### config.mk
export PLATFORM = sky130hd
export DESIGN_NAME = key_debounce_autorepeat
export DESIGN_NICKNAME = d
export VERILOG_FILES = /design/src/rtl/kdar_pkg.sv /design/src/rtl/key_debounce_autorepeat.sv
export SDC_FILE = /design/constraint.sdc
export NUM_CORES = 1
export LEC_CHECK = 0
export BUFFER_PORTS_ARGS = -buffer_cell sky130_fd_sc_hd__buf_2
export CORE_MARGIN = 2
export CORE_UTILIZATION = 24
export CTS_CLUSTER_DIAMETER = 60
export DETAILED_ROUTE_END_ITERATION = 8
export PLACE_DENSITY = 0.47
export SLEW_MARGIN = 20
export SYNTH_ARGS = -nofsm -noshare
export SYNTH_HDL_FRONTEND = slang
export SYNTH_SLANG_ARGS = --single-unit
### constraint.sdc
create_clock -name clk_i -period 10.38 [get_ports clk_i]
set_input_delay 0.519 -clock clk_i [delete_from_list [all_inputs] [get_ports clk_i]]
set_output_delay 0.519 -clock clk_i [all_outputs]
set_load 0.01 [all_outputs]
### src/rtl/kdar_pkg.sv
package kdar_pkg;

  localparam int unsigned NumKeys = 4;
  localparam int unsigned TickW   = 16;
  localparam int unsigned KeyW    = 2;
  localparam int unsigned MaskW   = NumKeys;

  typedef logic [TickW-1:0] tick_t;
  typedef logic [KeyW-1:0]  key_t;
  typedef logic [MaskW-1:0] mask_t;

  typedef enum logic [1:0] {
    KindTick = 2'd0,
    KindRead = 2'd1,
    KindPeek = 2'd2
  } kind_e;

  typedef enum logic [1:0] {
    EvPress   = 2'd0,
    EvRepeat  = 2'd1,
    EvRelease = 2'd2
  } ev_e;

  typedef enum logic [1:0] {
    RegDebounce     = 2'd0,
    RegRepeatStart  = 2'd1,
    RegRepeatPeriod = 2'd2,
    RegShortMask    = 2'd3
  } reg_e;

  localparam tick_t DebounceRst     = 16'd2;
  localparam tick_t RepeatStartRst  = 16'd50;
  localparam tick_t RepeatPeriodRst = 16'd10;
  localparam mask_t ShortMaskRst    = 4'b1000;

  // press phase visits keys in this order; the last event posted wins
  localparam key_t PressOrder [NumKeys] = '{2'd0, 2'd2, 2'd1, 2'd3};

  typedef struct packed {
    logic valid;
    key_t key;
    ev_e  ev;
  } mbox_t;

  function automatic tick_t sat_add(tick_t a, tick_t b);
    logic [TickW:0] s;
    s = {1'b0, a} + {1'b0, b};
    return s[TickW] ? {TickW{1'b1}} : s[TickW-1:0];
  endfunction

endpackage

### src/rtl/key_debounce_autorepeat.sv
// Four-key debounce with auto-repeat and a one-entry event mailbox.
// Input channel (in_valid_i/in_ready_o) carries requests: kind_i selects a
// tick sample of the active-low key_levels_i, a mailbox read with clear, or
// a mailbox peek. Ticks and unused kinds produce no result; read and peek
// each produce one result (has_event_o, key_id_o, event_type_o) on the
// output channel (out_valid_o/out_ready_i).
// A result is registered in the output register, or in the skid register if stalled.
// Throughput: one request per cycle while in_ready_o is high; all per-key
// counter, threshold and mailbox updates finish in the accepting cycle.
// Stall: a result waits in the output register; one more result fits in a
// skid register, so a request is still taken while the output is stalled.
// in_ready_o drops only while the skid register is full.
// Reset: counters clear, thresholds load the debounce delay, the mailbox is
// empty, and the registers take their defaults (debounce 2, repeat start 50,
// repeat period 10, short-release mask 8). Registers sit on the APB port at
// byte addresses 0, 4, 8, 12; write them only while the block is idle.
module key_debounce_autorepeat
  import kdar_pkg::*;
(
  input  logic        clk_i,
  input  logic        rst_ni,

  input  logic        psel,
  input  logic        penable,
  input  logic        pwrite,
  input  logic [3:0]  paddr,
  input  logic [31:0] pwdata,
  output logic [31:0] prdata,
  output logic        pready,

  input  logic        in_valid_i,
  output logic        in_ready_o,
  input  logic [1:0]  kind_i,
  input  logic [3:0]  key_levels_i,

  output logic        out_valid_o,
  input  logic        out_ready_i,
  output logic        has_event_o,
  output logic [1:0]  key_id_o,
  output logic [1:0]  event_type_o
);

  tick_t db_q, rs_q, rp_q;
  mask_t mask_q;

  tick_t cnt_q [NumKeys];
  tick_t thr_q [NumKeys];
  tick_t cnt_d [NumKeys];
  tick_t thr_mid [NumKeys];
  tick_t thr_d [NumKeys];
  logic [NumKeys-1:0] rel_ev, pr_fire;
  ev_e   pr_ev [NumKeys];

  mbox_t mb_q, mb_d, mb_tick;
  mbox_t out_q, skid_q;
  logic  out_valid_q, skid_valid_q;

  logic [TickW:0] db_rs;
  logic in_acc, is_tick, is_read, produce, cfg_wr;

  // configuration port
  assign pready = 1'b1;
  assign cfg_wr = psel & penable & pwrite & pready;

  always_comb begin
    prdata = '0;
    unique case (reg_e'(paddr[3:2]))
      RegDebounce:     prdata = {16'd0, db_q};
      RegRepeatStart:  prdata = {16'd0, rs_q};
      RegRepeatPeriod: prdata = {16'd0, rp_q};
      RegShortMask:    prdata = {28'd0, mask_q};
      default:         prdata = '0;
    endcase
  end

  always_ff @(posedge clk_i or negedge rst_ni) begin
    if (!rst_ni) begin
      db_q   <= DebounceRst;
      rs_q   <= RepeatStartRst;
      rp_q   <= RepeatPeriodRst;
      mask_q <= ShortMaskRst;
    end else if (cfg_wr) begin
      unique case (reg_e'(paddr[3:2]))
        RegDebounce:     db_q   <= pwdata[TickW-1:0];
        RegRepeatStart:  rs_q   <= pwdata[TickW-1:0];
        RegRepeatPeriod: rp_q   <= pwdata[TickW-1:0];
        RegShortMask:    mask_q <= pwdata[MaskW-1:0];
        default: ;
      endcase
    end
  end

  // request decode
  assign in_ready_o = !skid_valid_q;
  assign in_acc     = in_valid_i & in_ready_o;
  assign is_tick    = (kind_i == KindTick);
  assign is_read    = (kind_i == KindRead);
  assign produce    = in_acc & ((kind_i == KindRead) | (kind_i == KindPeek));

  assign db_rs = {1'b0, db_q} + {1'b0, rs_q};

  // per-key release and press phases
  always_comb begin
    for (int k = 0; k < NumKeys; k++) begin
      if (!key_levels_i[k]) begin
        cnt_d[k]   = (cnt_q[k] == {TickW{1'b1}}) ? cnt_q[k] : cnt_q[k] + tick_t'(1);
        thr_mid[k] = thr_q[k];
        rel_ev[k]  = 1'b0;
      end else begin
        cnt_d[k]   = '0;
        thr_mid[k] = db_q;
        rel_ev[k]  = (thr_q[k] > db_q) && (!mask_q[k] || ({1'b0, thr_q[k]} <= db_rs));
      end
      pr_fire[k] = 1'b0;
      pr_ev[k]   = EvPress;
      thr_d[k]   = thr_mid[k];
      if (cnt_d[k] > thr_mid[k]) begin
        if (thr_mid[k] == db_q) begin
          pr_fire[k] = 1'b1;
          thr_d[k]   = sat_add(thr_mid[k], rs_q);
        end else if ({1'b0, thr_mid[k]} >= db_rs) begin
          pr_fire[k] = 1'b1;
          pr_ev[k]   = EvRepeat;
          thr_d[k]   = sat_add(thr_mid[k], rp_q);
        end
      end
    end
  end

  // last posted event wins
  always_comb begin
    mb_tick = mb_q;
    for (int k = 0; k < NumKeys; k++) begin
      if (rel_ev[k]) begin
        mb_tick = '{valid: 1'b1, key: key_t'(k), ev: EvRelease};
      end
    end
    for (int i = 0; i < NumKeys; i++) begin
      if (pr_fire[PressOrder[i]]) begin
        mb_tick = '{valid: 1'b1, key: PressOrder[i], ev: pr_ev[PressOrder[i]]};
      end
    end
  end

  always_comb begin
    mb_d = mb_q;
    if (in_acc && is_tick) begin
      mb_d = mb_tick;
    end else if (in_acc && is_read) begin
      mb_d = '{valid: 1'b0, key: '0, ev: EvPress};
    end
  end

  always_ff @(posedge clk_i or negedge rst_ni) begin
    if (!rst_ni) begin
      cnt_q <= '{default: '0};
      thr_q <= '{default: DebounceRst};
      mb_q  <= '{valid: 1'b0, key: '0, ev: EvPress};
    end else begin
      mb_q <= mb_d;
      if (in_acc && is_tick) begin
        cnt_q <= cnt_d;
        thr_q <= thr_d;
      end
    end
  end

  // output register with skid
  always_ff @(posedge clk_i or negedge rst_ni) begin
    if (!rst_ni) begin
      out_valid_q  <= 1'b0;
      skid_valid_q <= 1'b0;
    end else if (!out_valid_q || out_ready_i) begin
      if (skid_valid_q) begin
        out_valid_q  <= 1'b1;
        skid_valid_q <= 1'b0;
      end else begin
        out_valid_q <= produce;
      end
    end else if (produce) begin
      skid_valid_q <= 1'b1;
    end
  end

  always_ff @(posedge clk_i) begin
    if (!out_valid_q || out_ready_i) begin
      out_q <= skid_valid_q ? skid_q : mb_q;
    end else if (produce) begin
      skid_q <= mb_q;
    end
  end

  assign out_valid_o  = out_valid_q;
  assign has_event_o  = out_q.valid;
  assign key_id_o     = out_q.key;
  assign event_type_o = out_q.ev;

  a_skid_implies_out: assert property (@(posedge clk_i) disable iff (!rst_ni)
    skid_valid_q |-> out_valid_q)
    else $error("skid register full while output register empty");

  a_release_clears_count: assert property (@(posedge clk_i) disable iff (!rst_ni)
    (in_acc && is_tick && key_levels_i[0]) |=> (cnt_q[0] == '0))
    else $error("released key kept a nonzero count");

  a_read_clears_mailbox: assert property (@(posedge clk_i) disable iff (!rst_ni)
    (in_acc && is_read) |=> !mb_q.valid)
    else $error("mailbox not cleared by read request");

  a_result_follows_request: assert property (@(posedge clk_i) disable iff (!rst_ni)
    (produce && !skid_valid_q && (!out_valid_q || out_ready_i)) |=> out_valid_q)
    else $error("result missing after read or peek request");

endmodule

Word-level counts from Yosys, hierarchy flattened

Index checks and enable logic that the tools add are counted.

$add $sub $neg: 13
Magnitude comparators: 16
Equal/unequal tests: 14
Mux-type cells: 75
Bitwise gates (word level): 6
Reductions and logical operators: 27

Operators by type and width:

| operator                                            | count |
|---|---|
| 2-to-1 mux 16 bit                                   | 32 |
| adder 16 x 16 -> 17 bit                             | 9 |
| greater-than comparator 16 bit                      | 8 |
| one-hot mux 32 bit (4 select lines)                 | 1 |
| greater-or-equal comparator 16 x 17 -> 1 bit        | 4 |
| <= comparator 16 x 17 -> 1 bit                      | 4 |
| adder 16 x 1 -> 16 bit, second input constant       | 4 |
| equality test 16 bit                                | 4 |
| equality test 16 bit, second input constant         | 4 |
| 2-to-1 mux 5 bit                                    | 11 |
| 2-to-1 mux 1 bit                                    | 31 |
| AND reduction 2 bit                                 | 6 |
| != test 9 bit, second input constant                | 1 |
| equality test 2 bit, second input constant          | 3 |
| logical AND 1 bit                                   | 6 |
| logical NOT 1 bit                                   | 6 |
| logical OR 1 bit                                    | 5 |
| AND 1 bit                                           | 4 |
| equality test 2 x 1 -> 1 bit, second input constant | 2 |
| logical NOT 2 bit                                   | 2 |
| nonzero test 2 bit                                  | 2 |
| NOT 1 bit                                           | 1 |
| bitwise OR 1 bit                                    | 1 |

Bits in registers: 197
Input bits: 49
Output and inout bits: 40
Logic and storage cells: 174

Logic depth before layout (Yosys ltp)

Gate-level depths: netlist (run 1).

Depth in word-level cells: 14
Gate-level depth with buffers: 24
Mapped depth without buffers: 22

Worst setup path before layout (run 1)

No wires, ideal clock.

Kind: reg2reg
Start: register db_q[0]
End: register mb_q[3] (netlist bit)
Setup time: 121 ps
Arrival time: 4891 ps
Data required time: 10259 ps
Slack: 5368 ps
Cell stages (with the launch flop): 20
Path buffers: 0
Cells stage by stage: dfrtp_1 > ha_1 > fa_1 > a21o_1 > a221o_2 > a21oi_1 > o21bai_1 > xnor2_1 > ha_1 > o21a_1 > o21a_1 > o311a_1 > a211o_1 > maj3_2 > maj3_2 > a41oi_1 > o311ai_2 > o211a_1 > a31o_2 > a22o_1

Cells in the longest elaborated chain, start to end: 13

RTL lines:

| item                           | line                           | source |
|---|---|---|
| start: declaration             | key_debounce_autorepeat.sv:43  | `tick_t db_q, rs_q, rp_q;` |
| start signal: assignment       | key_debounce_autorepeat.sv:78  | `db_q <= DebounceRst;` |
| start signal: assignment       | key_debounce_autorepeat.sv:84  | `RegDebounce: db_q <= pwdata[TickW-1:0];` |
| adder 16 x 16 -> 17 bit        | key_debounce_autorepeat.sv:100 | `assign db_rs = {1'b0, db_q} + {1'b0, rs_q};` |
| <= comparator 16 x 17 -> 1 bit | key_debounce_autorepeat.sv:112 | `rel_ev[k] = (thr_q[k] > db_q) && (!mask_q[k] \|\| ({1'b0, thr_q[k]} <= db_rs));` |
| logical OR 1 bit               | key_debounce_autorepeat.sv:112 |  |
| logical AND 1 bit              | key_debounce_autorepeat.sv:112 |  |
| 2-to-1 mux 1 bit               | key_debounce_autorepeat.sv:105 | `if (!key_levels_i[k]) begin` |
| 2-to-1 mux 5 bit (3 in series) | key_debounce_autorepeat.sv:134 | `if (rel_ev[k]) begin` |
| 2-to-1 mux 5 bit (4 in series) | key_debounce_autorepeat.sv:139 | `if (pr_fire[PressOrder[i]]) begin` |
| 2-to-1 mux 5 bit               | key_debounce_autorepeat.sv:147 | `if (in_acc && is_tick) begin` |
| end signal: assignment         | key_debounce_autorepeat.sv:158 | `mb_q <= '{valid: 1'b0, key: '0, ev: EvPress};` |
| end signal: assignment         | key_debounce_autorepeat.sv:160 | `mb_q <= mb_d;` |
| end: declaration               | key_debounce_autorepeat.sv:54  | `mbox_t mb_q, mb_d, mb_tick;` |

Several ways; a longest one is shown, not always the timed one.
A chain may end at the register's enable or synchronous reset.

Worst setup path after layout (run 1)

Start: register rs_q[0]
End: register mb_q[3] (netlist bit)

Cells in the longest elaborated chain, start to end: 13

RTL lines:

| item                           | line                           | source |
|---|---|---|
| start: declaration             | key_debounce_autorepeat.sv:43  |  |
| start signal: assignment       | key_debounce_autorepeat.sv:79  | `rs_q <= RepeatStartRst;` |
| start signal: assignment       | key_debounce_autorepeat.sv:85  | `RegRepeatStart: rs_q <= pwdata[TickW-1:0];` |
| adder 16 x 16 -> 17 bit (*)    | key_debounce_autorepeat.sv:100 |  |
| <= comparator 16 x 17 -> 1 bit | key_debounce_autorepeat.sv:112 |  |
| logical OR 1 bit               | key_debounce_autorepeat.sv:112 |  |
| logical AND 1 bit              | key_debounce_autorepeat.sv:112 |  |
| 2-to-1 mux 1 bit               | key_debounce_autorepeat.sv:105 |  |
| 2-to-1 mux 5 bit (3 in series) | key_debounce_autorepeat.sv:134 |  |
| 2-to-1 mux 5 bit (4 in series) | key_debounce_autorepeat.sv:139 |  |
| 2-to-1 mux 5 bit               | key_debounce_autorepeat.sv:147 |  |

Every way passes the cells marked *; elsewhere a longest branch is shown, timed or not.

==> results of run 1 <==
## flip-flops by register name (all words and copies together), names as in the netlist
signal	count
event_type_o	2
mask_q	4
key_id_o	2
skid_q	5
db_q	16
has_event_o	1
skid_valid_q	1
rp_q	16
thr_q	64
out_valid_o	1
rs_q	16
mb_q	5
cnt_q	64
## worst max path at each step
stage / start / endpoint / cells past startpoint
after floorplan: db_q[0] / mb_q[3] / 19
after global placement: rs_q[0] / mb_q[3] / 20
after detailed placement: rs_q[0] / thr_q[45] / 19
after CTS: rs_q[0] / thr_q[45] / 19
after global routing: rs_q[0] / thr_q[45] / 19
final: rs_q[0] / mb_q[3] / 20
## area by class of cell
cell class / instances / area (um2)
clock inverters: 15 / 193
repair buffers: 116 / 751
clock buffers: 17 / 425
inverters: 133 / 500
flip-flops and latches: 197 / 4990
well taps: 1287 / 1610
multi-input cells: 2466 / 18000
fillers: 10700 / 72100
## worst max-delay path: stages (launching register included)
cell	delay, ns
dfrtp_1	0.66
ha_1	0.36
fa_1	0.41
a21o_1	0.20
a221o_2	0.45
a21oi_1	0.18
o21bai_1	0.09
xnor2_1	0.74
buf_4	0.32
ha_1	0.26
a21o_1	0.16
a21o_1	0.19
a2111oi_0	0.36
a21oi_1	0.15
maj3_1	0.37
o21ai_0	0.16
a21o_1	0.14
a21oi_1	0.11
o211a_1	0.32
a31o_2	0.32
a22o_1	0.23
## repair_timing
action | 4_1_cts | 5_1_grt
hold buffers | 1 | 0
hold endpoints to repair | 41 | 0
setup endpoints to repair | 0 | 0
## where the power goes
part	internal [mW]	switching, mW
clock	0.332	0.414
sequential	0.933	0.417
combinational	1.98	2.92
## stage by stage
| step | hold WS, ns | cells |
|---|---|---|
| floorplan | 0.223 | 2912 |
| global placement | 0.446 | 4198 |
| detailed placement | 0.442 | 4198 |
| CTS | 0.189 | 4231 |
| global route | 0.223 | 4231 |
| finish | 0.222 | 4231 |
## cell usage in the layout, fill, tap and decap left out, drive strengths merged, types with 13 or more instances in the layout
cell,instances
nand2,290
buf,115
nand2b,29
nand4,54
o31ai,27
o21bai,24
xnor2,102
nor4,20
xor2,120
and3,25
a211o,14
conb,17
nor2,208
or3,21
mux2,70
o211ai,15
a21o,79
a21oi,196
nand3,83
ha,396
a41oi,13
mux2i,54
a211oi,26
nor3,71
clkbuf,17
o21a,42
inv,140
a31oi,26
o21ai,231
dfrtp,176
and4,15
nor2b,32
## metal layers
layer  routed length, um  part of all wire  vias up  global-route usage
met5                   0                 0        -                   0
met4                2840             0.029        0              0.0574
met3                6430             0.067      107              0.0379
met2               42100              0.44      679               0.294
met1               45200              0.47    10800               0.260
li1                    -                 -    10700                   -
## logic make-up after synthesis
kind of cell               Yosys count  synth area share
AOI/OAI and AO/OA                  811             0.218
xor gates and xnor gates           223            0.0825
adders and majority gates          409             0.216
buffers and inverters              249            0.0419
DFF                                197             0.209
muxes                              128            0.0593
other                                2          0.000314
and+or+nand+nor                    878             0.173
==> flow_summary.ini, run 1 <==
[status]
outcome = finished clean

[worst_setup_path]
cp-end-kind = register
regToRegStartpoint = rs_q[0]
path_class = reg -> reg
r2r_end = mb_q[3]
arrival_ns = 6.69
startpoint_type = register
required_ns = 10.80
reg2reg_depth = 20
critPathMaxFanout = 7
rrSetupSlack_ns = 4.11

[timing]
fmax_mhz = 159
maxSlewViolCount = 0
worstMarginPinSlew_ns = 1.05
skew_ns = 0.0258
setup_ws_ns = 4.11
min_period_ns = 6.27
rsz0062_at_grt = no
finalSetupTns_ns = 0
setup_violations = 0
maxSlewHeadroom = 0.298
period_share = 0.604
finalHoldViolations = 0

[detailed_routing]
vias = 22300
routedWlPerCell_um = 22.8
via_per_inst = 5.27
first_iter_violations = 1948
antenna_left = 0
first_pass_iters = 6
drc = 0
drt_wl_total_um = 96600

[final_layout]
diodes = 0
postLayoutCoreUtil = 0.269
syn_to_final_growth_pct = 10.7
final_nets = 3385
finish.instance_area_um2 = 26500
layout-drive-gt1-share = 0.0914

[clock_tree]
cts_tree = done
clk_pin_slew_ns = 0.09
clock-sinks = 197
cts_resized = 0
numCtsBuffers = 17
root_buffer = clkbuf_16
post_cts_buffers = 0
h-tree-depth = 4
clk_latency_ns = 0.53
clock_path_buffers = 2

[synth]
synth_edf_count = 10
syn_inst = 2897
ys.flop_type = dfrtp_1
synth_common_cells = ha_1, nand2_1, o21ai_0, nor2_1, a21oi_1
yosysUniqueCellTypes = 90
yosys_warnings = 0
synth.cell_area_um2 = 23900
synth-seq-cells = 197
synth_area_per_cell_um2 = 8.26
synth.most_common_cell = ha_1
yosys.area.top_type = ha_1
synthArstFlopShare = 0.949
synth_top_cell_area_share = 0.207
yosys-top-cells-area = ha_1, dfrtp_1, o21ai_0
ys_seq_area_frac = 0.209

[min_path]
hold_path.class = in -> reg
holdPathEnd = db_q[9]
hold_start = pwdata[9]
min_path_cells = 3

[grt]
grt_pass1_wl_um = 143000
grt_overflow = 0
antenna_found_initial = 4
grt_max_degree = 67
track_usage = 0.188
first_global_vias = 21200

[power]
cellPowerDensity_nw_per_um2 = 264
peakVddDrop_mv = 0.161
finalPower_mw = 6.99
p_leak_nw = 12.1

[floorplan]
std_cell_rows = 115
dieWidth_um = 320
dieHeight_um = 320
pin_count = 89
design.die.area_um2 = 102000
start_util = 0.243
coreArea_um2 = 98600

[placed_design]
dp_worst_setup_slack_ns = 4.18
io_buffers = 53
gp_congestion = 0.949
hpwl_um = 71800
place_area_um2 = 25900

[job]
max-cap-violations = 0
No activity file was read; power rests on OpenSTA's default activity.
==> run 2: changes to the inputs <==
ABC_AREA = 1   (was default)
PLACE_DENSITY = 0.48   (was 0.47)
clock period = 5.3 ns   (was 10.38 ns; I/O delays follow)
==> run 2 against run 1 <==
Compared with the run above: sequential cell count did not move; synthesized cell count rose by 26%; hold slack worse by 0.18 ns; worst setup slack got worse by 3.6 ns; highest routed layer is now met5; routed wire length is 7.3% higher; total power is 78% higher; clock power is 92% higher; largest power group unchanged; critical path type unchanged; cell count rose by 21%; first-iteration DRC count grew 17%; count of clock-buffer cells in the layout is the same.
==> flow_summary.ini, run 2 <==
[grt]
antenna_found_initial = 4
track_usage = 0.194
first_global_vias = 23700
grt_overflow = 0
grt_pass1_wl_um = 154000
grt_max_degree = 104

[final_layout]
postLayoutCoreUtil = 0.270
reg_top3 = cnt_q x64, thr_q x64
diodes = 0
layout-drive-gt1-share = 0.0828
syn_to_final_growth_pct = 11.5
layout_commonest_cell = nand2_1
final_nets = 4196
layout.cells.most_common_list = nand2_1, ha_1, inv_1

[synth]
synth.cell_area_um2 = 25000
synth_edf_count = 10
synth.most_common_cell = nand2_1
syn_inst = 3656
synth_top_cell_area_share = 0.198
ys_seq_area_frac = 0.199
synth_area_per_cell_um2 = 6.85
yosys_warnings = 0
yosys-top-cells-area = ha_1, dfrtp_1, nand2_1
yosys.area.top_type = ha_1
ys.flop_type = dfrtp_1
synth_common_cells = nand2_1, ha_1, inv_1, a21oi_1, o21ai_0
yosysUniqueCellTypes = 69
synth-seq-cells = 197
synthArstFlopShare = 0.949

[clock_tree]
cts_tree = done
cts-hold-fix-buffers = 1
cts_resized = 0
post_cts_buffers = 0
clk_pin_slew_ns = 0.09
h-tree-depth = 4
clock-sinks = 197
clock_path_buffers = 2
root_buffer = clkbuf_16
clk_latency_ns = 0.53
numCtsBuffers = 17

[placed_design]
hpwl_um = 78300
gp_congestion = 0.933
dp_worst_setup_slack_ns = 0.717
io_buffers = 53

[timing]
worstMarginPinSlew_ns = 1.02
min_period_ns = 4.75
setup_ws_ns = 0.548
finalSetupTns_ns = 0
skew_ns = 0.0160
maxSlewViolCount = 0
maxSlewHeadroom = 0.321
rsz0062_at_grt = no
setup_violations = 0
finalHoldViolations = 0
holdWs_ns = 0.0467
period_share = 0.897
fmax_mhz = 210

[worst_setup_path]
arrival_ns = 5.21
required_ns = 5.76
startpoint_type = register
cp-end-kind = register
critPathMaxFanout = 9
path_class = reg -> reg

[detailed_routing]
routedWlPerCell_um = 20.2
drc = 0
via_per_inst = 4.89
vias = 25100
first_pass_iters = 6
first_iter_violations = 2276
drt_wl_total_um = 104000
antenna_left = 0

[power]
peakVddDrop_mv = 0.291
p_leak_nw = 13.8
cellPowerDensity_nw_per_um2 = 445

[status]
outcome = finished clean

[min_path]
hold_path.class = in -> reg

[floorplan]
coreArea_um2 = 103000
dieWidth_um = 327
design.die.area_um2 = 107000
std_cell_rows = 118
pin_count = 89
start_util = 0.242
dieHeight_um = 327

[job]
max-cap-violations = 0
[run 2: cell count changes after synthesis, sizes merged, moves of 69 or more]
cell	before	now
mux2	70	0
nand2	290	955
inv	131	419
a21o	79	10
a21oi	196	371
o21ai	231	319
nand3	83	161
[run 2: layout make-up]
class                   instances  area [um2]
flip-flops and latches        197        4990
fillers                     11500       75600
clock inverters                15         164
well taps                    1380        1730
repair buffers                156        1060
multi-input cells            2943       17900
inverters                     427        1610
clock buffers                  17         425
[run 2: power by group]
part / internal (mW) / switching, mW
Clock: 0.633 / 0.797
Sequential: 1.86 / 0.579
Combinational: 2.98 / 5.57
[run 2: worst max-delay path, cell delays in order (launching register included)]
cell and delay (ns):
dfstp_2 0.78, ha_1 0.30, nand3_1 0.08, nand3_2 0.18, nand3_4 0.15, nand3_4 0.10
a21oi_1 0.14, o21ai_0 0.13, a21oi_1 0.15, nor2_1 0.05, nor2_1 0.10, xor2_1 0.31
buf_4 0.29, ha_1 0.18, inv_1 0.05, nor3_1 0.47, nand4_1 0.16, nand4_1 0.12
nand3_1 0.18, nand2_1 0.11, nand2_1 0.09, nor2_2 0.24, nand2_4 0.10, nand2_4 0.08
nand2_1 0.06, nand2_1 0.05
[run 2: path summary, 6_finish.rpt]
kind | end | startpoint | slack, ns | cells after the start
max in group asynchronous | cnt_q[16] | rst_ni | 3.80 | 3
hold reg to reg | cnt_q[47] | cnt_q[47] | 0.49 | 2
min in group asynchronous | cnt_q[61] | rst_ni | 0.32 | 2
hold / removal | rs_q[1] | pwdata[1] | 0.05 | 3
setup reg to reg | mb_q[0] | db_q[1] | 0.55 | 25
setup / recovery | mb_q[0] | db_q[1] | 0.55 | 25
[run 2: logic make-up (layout without fill, tap and decap cells)]
logic type                 Yosys count  count (layout)  synth area share
AOI/OAI and AO/OA                  865             865             0.195
buffers and inverters              531             615            0.0868
adders and majority gates          405             405             0.205
xor gates and xnor gates           149             149            0.0521
other                                2              17          0.000300
DFF                                197             197             0.199
and+or+nand+nor                   1507            1507             0.261
[run 2: per-layer routing]
| metal | part of all wire | GRT usage |
|---|---|---|
| met3 | 0.064 | 0.0391 |
| met1 | 0.45 | 0.250 |
| met5 | 0.00013 | 0 |
| met4 | 0.054 | 0.0958 |
| met2 | 0.44 | 0.306 |
[run 2: stage by stage]
step | std cells | instance area [um2] | power [mW]
floorplan | 3671 | 25100 | 7.93
global placement | 5102 | 27300 | 10.7
detailed placement | 5102 | 27300 | 10.8
CTS | 5135 | 27900 | 12.3
global route | 5135 | 27900 | 13.6
finish | 5135 | 27900 | 12.4
